[config.mk]
export PLATFORM = sky130hd
export DESIGN_NAME = prpd_prime_unit
export DESIGN_NICKNAME = d
export VERILOG_FILES = /design/src/design/prpd_pkg.sv /design/src/design/prpd_prime_unit.sv
export SDC_FILE = /design/constraint.sdc
export NUM_CORES = 1
export LEC_CHECK = 0
export CAP_MARGIN = 15
export CORE_ASPECT_RATIO = 0.8
export CORE_UTILIZATION = 45
export DETAILED_ROUTE_END_ITERATION = 8
export DONT_BUFFER_PORTS = 1
export PLACE_DENSITY = 0.57
export SYNTH_ARGS = -nofsm -noshare
export SYNTH_HDL_FRONTEND = slang
export SYNTH_SLANG_ARGS = --single-unit
[constraint.sdc]
create_clock -name clk -period 16.27 [get_ports clk]
set_input_delay 1.627 -clock clk [delete_from_list [all_inputs] [get_ports clk]]
set_output_delay 1.627 -clock clk [all_outputs]
set_load 0.01 [all_outputs]
[src/design/prpd_pkg.sv]
`timescale 1ns / 1ps

package prpd_pkg;

  // fixed field and bus widths
  localparam int DATA_W = 32;
  localparam int ADDR_W = 3;
  localparam int VALUE_WIDTH_DEF = 32;

  typedef logic [DATA_W-1:0] data_t;

  // register indexes (paddr bit 2 upwards)
  localparam logic REG_PAIR_DISTANCE = 1'b0;

  localparam data_t PAIR_DISTANCE_RESET = data_t'(2);
  localparam data_t COUNT_MAX = '1;

  // status from the primality unit back to the sequencer
  typedef struct packed {
    logic done;
    logic is_prime;
  } prime_status_t;

endpackage

[src/design/prpd_prime_unit.sv]
`timescale 1ns / 1ps

// primality by trial division with odd divisors, one remainder bit a cycle
module prpd_prime_unit #(
  parameter int VALUE_WIDTH = prpd_pkg::VALUE_WIDTH_DEF
) (
  input  logic                       clk,
  input  logic                       rst,
  input  logic                       start,
  input  logic [VALUE_WIDTH-1:0]     value,
  output prpd_pkg::prime_status_t    status
);

  localparam int IDX_W = $clog2(VALUE_WIDTH);
  localparam logic [IDX_W-1:0] TOP_BIT = IDX_W'(VALUE_WIDTH - 1);

  localparam logic [1:0] P_IDLE  = 2'd0;
  localparam logic [1:0] P_CHECK = 2'd1;
  localparam logic [1:0] P_DIV   = 2'd2;

  logic [1:0]             st;
  logic [VALUE_WIDTH-1:0] v;
  logic [VALUE_WIDTH-1:0] d;
  logic [VALUE_WIDTH:0]   sq;
  logic [VALUE_WIDTH-1:0] r;
  logic [IDX_W-1:0]       idx;
  logic                   done;
  logic                   is_prime;

  logic [VALUE_WIDTH:0]   shifted;
  logic                   fits;
  logic [VALUE_WIDTH-1:0] rem_next;
  logic [VALUE_WIDTH:0]   sq_next;

  // shared subtract and compare: one restoring division step
  always_comb begin
    shifted  = {r, v[idx]};
    fits     = shifted >= {1'b0, d};
    rem_next = fits ? VALUE_WIDTH'(shifted - {1'b0, d}) : shifted[VALUE_WIDTH-1:0];
    // (d+2)^2 = d^2 + 4d + 4
    sq_next  = (VALUE_WIDTH+1)'(sq + {d, 2'b00} + (VALUE_WIDTH+1)'(4));
  end

  // sequencer
  always_ff @(posedge clk) begin
    if (rst) begin
      st   <= P_IDLE;
      done <= 1'b0;
    end else begin
      done <= 1'b0;
      case (st)
        P_IDLE: begin
          if (start) begin
            v <= value;
            if (value < VALUE_WIDTH'(2)) begin
              done     <= 1'b1;
              is_prime <= 1'b0;
            end else if (value < VALUE_WIDTH'(4)) begin
              done     <= 1'b1;
              is_prime <= 1'b1;
            end else if (!value[0]) begin
              done     <= 1'b1;
              is_prime <= 1'b0;
            end else begin
              d  <= VALUE_WIDTH'(3);
              sq <= (VALUE_WIDTH+1)'(9);
              st <= P_CHECK;
            end
          end
        end
        P_CHECK: begin
          // divisor past the square root: no factor found
          if (sq > {1'b0, v}) begin
            done     <= 1'b1;
            is_prime <= 1'b1;
            st       <= P_IDLE;
          end else begin
            r   <= '0;
            idx <= TOP_BIT;
            st  <= P_DIV;
          end
        end
        P_DIV: begin
          r   <= rem_next;
          idx <= idx - IDX_W'(1);
          if (idx == '0) begin
            if (rem_next == '0) begin
              done     <= 1'b1;
              is_prime <= 1'b0;
              st       <= P_IDLE;
            end else begin
              d  <= d + VALUE_WIDTH'(2);
              sq <= sq_next;
              st <= P_CHECK;
            end
          end
        end
        default: st <= P_IDLE;
      endcase
    end
  end

  assign status.done     = done;
  assign status.is_prime = is_prime;

  // a new test only starts when the unit is free
  a_start_idle: assert property (@(posedge clk) disable iff (rst)
    start |-> st == P_IDLE) else $error("prime unit started while busy");

  // trial divisors stay odd
  a_odd_divisor: assert property (@(posedge clk) disable iff (rst)
    st == P_CHECK |-> d[0]) else $error("even trial divisor");

endmodule

==> flow_metrics.py <==
metrics = {
    "logic_synthesis": {
        "synthTopCellsByArea": "edfxtp_1 36%, ha_1 14%, nor2_1 4.5%",
        "synth_area_per_cell_um2": 9.14,
        "synth_seq_cells": 134,
        "syn_inst": 1195,
        "yosysMostFrequentCell": "edfxtp_1",
        "yosysSeqAreaShare_pct": 36.6,
        "async_flop_share_pct": 0,
        "yosysUniqueCellTypes": 69,
        "synth_top_area_share_pct": 36.0,
        "yosys.area.top_type": "edfxtp_1",
        "synth_warnings": 0,
        "yosys-top-cells-count": "131 x edfxtp_1, 130 x nor2_1, 124 x ha_1",
        "synth_edf_count": 131,
        "syn_nets": 1356,
        "synth_ff_type": "edfxtp_1",
        "netlist_area_um2": 10900,
    },
    "worst_hold_path": {
        "hold_path.class": "reg2reg",
        "hold_path_depth": 2,
        "worstHoldEndpoint": "st[1]",
        "hp-start": "st[1]",
    },
    "grt": {
        "grt_overflow": 0,
        "antenna_found_initial": 0,
        "groute.usage.overall_pct": 24.5,
        "grt_pass1_vias": 8330,
        "grt_start_max_net_pins": 81,
        "grt_first_pass_wirelength_mm": 46.4,
    },
    "placed_design": {
        "preCtsSetupSlack_ns": 9.65,
        "portBuffers": 0,
        "dp_hpwl_mm": 23.2,
        "gp_congestion": 0.955,
    },
    "setup_path": {
        "worstPathRequired_ns": 16.31,
        "cp_max_fo": 61,
        "crit_type": "reg2reg",
        "critPathArrivalTime_ns": 6.74,
        "worstReg2RegStart": "idx[0]",
        "cp-start-kind": "flop",
        "r2r_slack_ns": 9.57,
        "r2r_end": "sq[10]",
        "ff2ff_path_depth": 17,
        "crit_path_end_kind": "flop",
    },
    "clock_tree": {
        "cts_tree": "built",
        "cts.sinks": 134,
        "path_clk_slew_ns": 0.06,
        "clock_path_buffers": 2,
        "cts-root-buf": "clkbuf_16",
        "hold_buffers": 0,
        "htree_levels": 4,
        "postCtsSetupBuffers": 0,
        "worst_skew_pair.late_latency_ns": 0.43,
        "cts_made_buffers": 17,
        "cts.repair.resized": 0,
    },
    "floorplan": {
        "ios": 37,
        "die_h_um": 141,
        "initial_core_util_pct": 46.3,
        "die_w_um": 176,
        "core_area_um2": 23600,
        "dieArea_um2": 24900,
        "rows": 50,
    },
    "pwr": {
        "power_density_nw_per_um2": 136,
        "cellInternalPower_uw": 932,
        "clockPowerShare_pct": 23.4,
        "p_leak_uw": 0.00475,
        "vdd_drop_max_mv": 0.0745,
        "switching_share_pct": 41.8,
        "p_seq_share_pct": 31.0,
        "p_switching_uw": 669,
        "combPwrFrac_pct": 45.6,
    },
    "detailed_routing": {
        "detail_route.wl_per_cell_um": 20.0,
        "antenna_left": 0,
        "drtIter0Drc": 884,
        "first_pass_iters": 5,
        "drc": 0,
        "avgViaCountPerCell": 5.90,
        "wl_mm": 30.0,
        "vias": 8862,
    },
    "sta": {
        "finalWorstSetupSlack_ns": 9.57,
        "finalCritPeriodShare_pct": 41.2,
        "period_needed_ns": 6.70,
        "fin_setup_tns_ns": 0,
        "fmax_mhz": 149,
        "skew_ns": 0.0157,
        "hold_slack_ns": 0.492,
        "rsz0062_at_grt": "no",
        "setup_viol_count_final": 0,
        "slew_headroom_pct": 37.9,
        "hold_viol_final": 0,
        "worstMarginPinSlew_ns": 0.932,
        "slew_violations": 0,
    },
    "final_layout": {
        "antenna_cells": 0,
        "utilization_pct": 49.9,
        "area_growth_pct": 7.77,
        "drive_gt1_share_pct": 5.04,
        "fill_cells": 2217,
        "finalNetCount": 1340,
    },
    "run": {
        "drv_cap": 0,
    },
    "outcome": {
        "status": "finished clean",
    },
}
-- how the worst max path moves through the flow --
stage,from,cells past startpoint,endpoint,slack (ns)
after floorplan,idx[0],19,d[10],1.89
after global placement,idx[0],17,sq[3],9.85
after detailed placement,idx[0],17,d[31],9.65
after CTS,idx[0],17,d[26],9.61
after global routing,idx[0],17,sq[10],9.05
final,idx[0],17,sq[10],9.57
-- critical path, cell delays in order, from the launching register on --
cell and delay (ns):
edfxtp_1 0.94, mux2i_1 0.16, mux4_2 0.55, a22oi_2 0.34, nand2_1 0.30, fa_1 0.48
nand2b_1 0.18, a21oi_1 0.36, o21ai_0 0.26, and2_1 0.32, o311ai_0 0.51, a311oi_1 0.19
nand4_1 0.15, nor4_1 0.07, o2111ai_1 0.31, nor2_1 0.10, a2111oi_2 0.36, buf_4 0.71
-- through the flow --
| step | std cells | cell area [um2] | power, uW |
|---|---|---|---|
| after floorplan | 1195 | 10900 | 1040 |
| after global placement | 1472 | 11200 | 1220 |
| after detailed placement | 1472 | 11200 | 1220 |
| after CTS | 1503 | 11800 | 1600 |
| after global routing | 1503 | 11800 | 1700 |
| final | 1503 | 11800 | 1600 |
-- cells in the final DEF, fill, tap and decap left out, types with 4 or more instances in the layout --
master	n
clkinvlp_4	4
nor2_1	128
edfxtp_1	131
o21a_1	16
mux2i_1	20
o21ai_0	48
nand2b_1	4
nor4b_1	4
a21oi_1	81
nand2_1	101
o21bai_1	10
o31a_1	4
mux4_2	4
and4_1	4
a21o_1	35
and2_1	21
o31ai_1	8
nor3_1	29
nor3b_1	4
inv_1	90
or3_1	12
xnor2_1	50
o211ai_1	15
clkbuf_16	17
nand4_1	26
and3_1	6
a211oi_1	12
xor2_1	19
o311ai_0	7
or4_1	5
nor4_1	22
buf_4	10
ha_1	124
nor2b_1	13
nand3_1	35
-- cells by family (layout without fill, tap and decap cells) --
logic type      Yosys count  in the layout  synth area share (%)
compound gates          276            276                  16.7
xor+xnor                 69             69                  5.53
fa+ha+maj               126            126                  14.6
buf+inv                 136            132                  4.91
flops                   134            134                  36.6
mux                      24             24                  2.66
simple gates            430            430                  19.1
-- final cells by class --
cell class	instances	area, um2	share of cell area [%]
clock buffer	18	429	3.65
clock inverter	13	125	1.06
inverter	91	342	2.90
multi-input combinational	925	6420	54.5
sequential	134	3990	33.9
tap	312	390	3.32
timing repair buffer	10	75.1	0.638
-- sequential cells by signal (all words and copies together) (netlist names) --
| register | cells |
|---|---|
| r | 32 |
| done | 1 |
| st | 2 |
| idx | 5 |
| v | 32 |
| sq | 30 |
| d | 31 |
| is_prime | 1 |
-- power groups by stage --
stage | clock [uW] | combinational, uW | sequential (uW)
2_1_floorplan | 0 | 545 | 494
3_3_place_gp | 0 | 715 | 503
3_5_place_dp | 0 | 714 | 503
4_1_cts | 382 | 720 | 496
5_1_grt | 394 | 809 | 502
6_report | 375 | 730 | 496
-- metal layers --
metal | GRT usage (%) | vias to the layer above | part of all wire (%)
li1 | - | 4358 | -
met1 | 37.2 | 4209 | 51
met2 | 36.0 | 270 | 42
met3 | 4.50 | 25 | 6.1
met4 | 4.99 | 0 | 0.93
met5 | 0 | - | 0
Power figures use the tool's default switching activity.
